### src/blpi_pkg.sv
// ----------------------------------------------------------------------------
// blpi_pkg
// Shared widths, action codes and cell control word for the bounded list.
// ----------------------------------------------------------------------------
package blpi_pkg;

   localparam int unsigned DEPTH_DEF     = 64;
   localparam int unsigned ITEM_BITS_DEF = 32;

   localparam int unsigned ACTION_W   = 3;
   localparam int unsigned REQ_ITEM_W = 32;
   localparam int unsigned POSITION_W = 7;
   localparam int unsigned LENGTH_W   = 7;
   localparam int unsigned REMOVED_W  = 32;

   typedef enum logic [ACTION_W-1:0] {
      ACT_APPEND    = 3'd0,
      ACT_PUSH      = 3'd1,
      ACT_INSERT    = 3'd2,
      ACT_POP_FRONT = 3'd3,
      ACT_POP_BACK  = 3'd4
   } action_type;

   typedef struct packed {
      logic ins;
      logic pull;
      logic tap;
   } cell_ctl_type;

endpackage

### src/blpi_cell.sv
// ----------------------------------------------------------------------------
// blpi_cell
// One list slot: holds a word, takes it from a neighbor or the request.
// ----------------------------------------------------------------------------
module blpi_cell
   import blpi_pkg::*;
#(
   parameter int unsigned INDEX     = 0,
   parameter int unsigned ITEM_BITS = ITEM_BITS_DEF,
   parameter int unsigned CNT_W     = 7
) (
   input  logic                 clock,
   input  logic                 reset,
   input  cell_ctl_type         ctl,
   input  logic [CNT_W-1:0]     where,
   input  logic [ITEM_BITS-1:0] item,
   input  logic [ITEM_BITS-1:0] left_word,
   input  logic [ITEM_BITS-1:0] right_word,
   output logic [ITEM_BITS-1:0] word,
   output logic [ITEM_BITS-1:0] tap_word
);

   localparam logic [CNT_W-1:0] IDX = CNT_W'(INDEX);

   logic [ITEM_BITS-1:0] word_ff;
   logic [ITEM_BITS-1:0] word_in;
   logic                 tap_ff;
   logic                 tap_in;

   always_comb begin
      word_in = word_ff;
      if (ctl.ins && (IDX > where)) begin
         word_in = left_word;
      end else if (ctl.ins && (IDX == where)) begin
         word_in = item;
      end else if (ctl.pull) begin
         word_in = right_word;
      end
   end

   assign tap_in = ctl.tap && (IDX == where);

   always_ff @(posedge clock) begin
      word_ff <= word_in;
   end

   always_ff @(posedge clock) begin
      if (reset) begin
         tap_ff <= 1'b0;
      end else begin
         tap_ff <= tap_in;
      end
   end

   assign word     = word_ff;
   assign tap_word = tap_ff ? word_ff : '0;

endmodule

### config.mk
export PLATFORM = sky130hd
export DESIGN_NAME = blpi_cell
export DESIGN_NICKNAME = d
export VERILOG_FILES = /design/src/blpi_pkg.sv /design/src/blpi_cell.sv
export SDC_FILE = /design/constraint.sdc
export NUM_CORES = 1
export LEC_CHECK = 0
export BUFFER_PORTS_ARGS = -buffer_cell sky130_fd_sc_hd__buf_2
export CAP_MARGIN = 40
export CORE_MARGIN = 8
export CORE_UTILIZATION = 36
export DETAILED_ROUTE_END_ITERATION = 8
export PLACE_DENSITY = 0.81
export SYNTH_ARGS = -nofsm -noshare
export SYNTH_HDL_FRONTEND = slang
export SYNTH_SLANG_ARGS = --single-unit
export TNS_END_PERCENT = 5
### constraint.sdc
create_clock -name clock -period 2.8 [get_ports clock]
set_clock_uncertainty 0.15 [all_clocks]
set_input_delay 0 -clock clock [delete_from_list [all_inputs] [get_ports clock]]
set_output_delay 0 -clock clock [all_outputs]
set_load 0.005 [all_outputs]
Word level (Yosys, flattened, before mapping)
Cells that the tools add are included.
{"block": "classes", "addsub": 0, "multipliers": 0, "div": 0, "order_cmp": 1, "n_eq_ne": 0, "n_shift": 0, "n_mux": 4, "bitwise_logic": 0, "reduce_logical": 5}
{"cell": "32-bit 2-to-1 mux", "n": 4}
{"cell": "1-bit by 7-bit greater-than comparator with 1-bit output (first input constant)", "n": 1}
{"cell": "7-bit logical NOT", "n": 1}
{"cell": "1-bit logical AND", "n": 3}
{"cell": "3-bit nonzero test", "n": 1}
{"block": "totals", "register_bits": 33, "latch_bits": 0, "ram_bits": 0, "rom_bits": 0, "in_bits": 108, "out_inout_bits": 64, "elab_cells": 12, "memories": 0}

Logic depth before layout (Yosys ltp)
{"block": "logic_depth", "ltp_word": 4, "depth_mapped": 4, "depth_no_buf": 3}

Worst setup path after synthesis
Ideal clock, no wire load.
{"block": "synth_timing", "path_kind": "input-to-reg", "startpoint": "input where[5]", "endpoint": "register word_ff[0] (netlist: word[0]) (enable)", "setup_ns": 0.394, "arrival_time_ns": 1.421, "setup_slack_ns": 0.835, "path_stages": 4, "n_path_buf": 1, "path_cell_list": "nor3_1 nand3_4 buf_6 nand2b_1"}
{"block": "synth_between", "elab_chain_cells": 3, "elab_cells_between_ends": 5, "classes_between": "order compare: 1; reduce/logical: 4"}
{"item": "start, declared", "line": "blpi_cell.sv:15", "rtl": "input logic [CNT_W-1:0] where,"}
{"item": "1-bit by 7-bit greater-than comparator with 1-bit output / 7-bit logical NOT (equally long branches)", "line": "blpi_cell.sv:32, blpi_cell.sv:34"}
{"item": "1-bit logical AND, on equally long branches", "line": "blpi_cell.sv:32, blpi_cell.sv:34"}
{"item": "3-bit nonzero test (no line) *"}
{"item": "end signal, assigned", "line": "blpi_cell.sv:44", "rtl": "word_ff <= word_in;"}
{"item": "end, declared", "line": "blpi_cell.sv:25", "rtl": "logic [ITEM_BITS-1:0] word_ff;"}
Mark *: on every way between the ends. The rest lies on a longest branch, timed or not.
A chain may end at the register's enable or synchronous reset.

Worst setup path after layout
{"block": "layout_timing", "startpoint": "input where[5]", "endpoint": "register word_ff[7] (netlist: word[7]), data pin"}
{"block": "layout_between", "elab_chain_cells": 4, "elab_cells_between_ends": 6, "classes_between": "order compare: 1; mux: 2; reduce/logical: 3"}
{"item": "parallel branches: the longest is 3 deep, another holds 1-bit by 7-bit greater-than comparator with 1-bit output"}
{"item": "32-bit 2-to-1 mux *", "line": "blpi_cell.sv:32", "rtl": "if (ctl.ins && (IDX > where)) begin"}
{"item": "named net word_in[7]", "line": "blpi_cell.sv:26", "rtl": "logic [ITEM_BITS-1:0] word_in;"}
Mark *: on every way through the listed nets, which the timed path passes.

==> out/qor.yml <==
die:
  placementRows: 25
  die_area_sq_um: 7370
  floorplan.io_pins: 172
  effective_utilization_at_floorplan_pct: 37.2
  die_w_um: 85.8
  core_area_sq_um: 4720
  fp.dieH_um: 85.8
critical_path:
  cp-endpoint: "word[7]$_DFFE_PP_"
  crit_path_max_fanout: 18
  setup.worst_path.end_class: "flip-flop"
  cp-start-kind: "input pin"
  critPathRequiredTime_ps: 2680
  cp_data_arrival_time_ps: 2070
  timing.setup.critical_path_class: "in2reg"
  timing.critical_path.from: "where[5]"
timing:
  fin_hold_ws_ps: 268
  final_critical_period_ps: 2200
  max_freq_ghz: 0.455
  drv_slew: 0
  ratio_of_final_minimum_period_to_clock_period_pct: 78.5
  setup-violations-final: 0
  grt_setup_unrepaired: "no"
  timing.setup.tns_ps: 0
  max_slew.worst_pin.slew_ps: 827
  hold_viol_final: 0
  relSlewSlack_pct: 44.8
drt:
  routed_wire_length_per_instance_um: 15.6
  drtIter0Drc: 34
  drt_drc_violations_left: 0
  dr.pass1.iters: 4
  final_wirelength_um: 6010
  detail-route-antenna-nets: 0
  num_vias: 1678
  vias_per_cell: 4.35
power_and_ir_drop:
  leakage_nw: 1.65
  pwr_density_cell_nw_per_um2: 357
  peakVddDrop_uv: 194
grt:
  globalRouteTotalUtil_pct: 16.5
  vias_in_the_first_global_route: 1882
  grt_pass1_wl_um: 9310
  largest_net_degree_at_the_start_of_global_routing: 33
  antenna_found_initial: 1
  globalRouteOverflowTotal: 0
clock_network:
  tritoncts: "done"
  worst_setup_hold_path_clk_slew_ps: 70
  cts_sinks: 33
  cts_max_path_buffers: 2
  numCtsBuffers: 5
  cell_at_the_root_of_the_clock_tree: "clkbuf_8"
  cts_max_level: 2
  ctsResizeCount: 0
synth:
  netlist_area_sq_um: 1760
  post_synth_inst_count: 108
  synth.net_count: 216
  yosysTopAreaCellShare_pct: 54.7
  yosysWarnings: 0
  synthTopCellsByArea: "edfxtp_1, mux2_4, and2_1, buf_6, mux2_2"
  synthesis.area_per_instance_sq_um: 16.3
  yosysTopAreaCell: "edfxtp_1"
  post_synth_num_cell_types: 12
  synth_seq_cells: 33
  synth_sequential_area_ratio_pct: 55.9
cells_and_area:
  multi_input_comb_area_sq_um: 729
  layout-drive-gt1-share_pct: 56.8
  design.final.nets: 424
  layout.filler_cells: 341
  register_area_sq_um: 981
  area.growth.synth_to_final_pct: 85.2
min_path:
  hold_depth: 3
  hp-class: "in2reg"
placed_design:
  placement.io_buffers: 139
  place.gp.congestion: 0.718
run:
  maxCapViolations: 0
outcome:
  status: "finished clean"
per-stage QoR:
stage	worst slack, ps	instance area (sq um)	total power [W]	std cells	utilization (%)
5_1_grt	524	3250	0.00121	386	68.8
2_1_floorplan	835	1760	0.000661	108	-
3_3_place_gp	898	2500	0.000757	310	53.0
4_1_cts	575	3250	0.00117	384	68.7
6_report	602	3250	0.00116	386	68.8
3_5_place_dp	824	2500	0.000762	310	53.0
per-layer routing:
metal  track usage [%]  vias up  share of wire, %
met3              5.25        8               7.3
met1              14.6      777                34
met4              7.01        0               2.1
li1                  -      806                 -
met5                 0        -                 0
met2              32.8       87                57
cells in the final DEF, fill, tap and decap left out, types with 2 or more instances in the layout:
| cell | synthesis | final |
|---|---|---|
| buf_2 | 0 | 139 |
| dlygate4sd3_1 | 0 | 66 |
| and2_1 | 32 | 32 |
| edfxtp_1 | 32 | 32 |
| mux2_4 | 29 | 29 |
| clkbuf_8 | 0 | 5 |
| mux2_2 | 3 | 3 |
| clkbuf_1 | 3 | 3 |
| diode_2 | 0 | 2 |
| buf_4 | 0 | 2 |
what timing repair did:
| action | CTS | global route |
|---|---|---|
| hold endpoints to repair | 33 | 0 |
| buffers inserted | 0 | 0 |
| setup endpoints to repair | 0 | 0 |
| hold buffers | 66 | 0 |
flip-flops by register name, summed over array words and instances (netlist names):
signal  count
tap_ff      1
word       32
Yosys cell counts (all sizes together):
cell and instances:
and4b 1, and2 32, nand2b 1, nor3 1, clkbuf 3, nor4 1
dfxtp 1, buf 3, mux2 32, edfxtp 32, nand3 1
critical path: stages:
cell and delay (ps):
buf_2 100, nor3_1 370, nand3_4 350, buf_4 360, mux2_4 320, dlygate4sd3_1 560
report_power, final:
group	leakage, nW	switching (W)	internal (W)
logic	1.29	0.0000682	0.000153
clock network	0.0395	0.000160	0.000176
registers	0.321	0.0000167	0.000586
worst min path at each step:
stage | from | to | slack [ps]
final | ctl[1] | word[31]$_DFFE_PP_ | 270
after global routing | ctl[1] | word[24]$_DFFE_PP_ | 290
after CTS | ctl[1] | word[0]$_DFFE_PP_ | 270
after detailed placement | ctl[0] | tap_ff$_SDFF_PP0_ | 130
after global placement | ctl[0] | tap_ff$_SDFF_PP0_ | 140
after floorplan | ctl[0] | tap_ff$_SDFF_PP0_ | 50
logic make-up after synthesis:
logic type / share of synthesized area (%)
buffers and inverters: 2.57
DFF: 55.9
muxes: 26.7
and+or+nand+nor: 14.8
cell type report:
cell class	count	share of cell area [%]
well taps	67	2.58
multi-input cells	69	22.4
diodes	2	0.154
clock buffers	8	2.46
flip-flops and latches	33	30.2
repair buffers	207	42.2
Power figures use the tool's default switching activity.
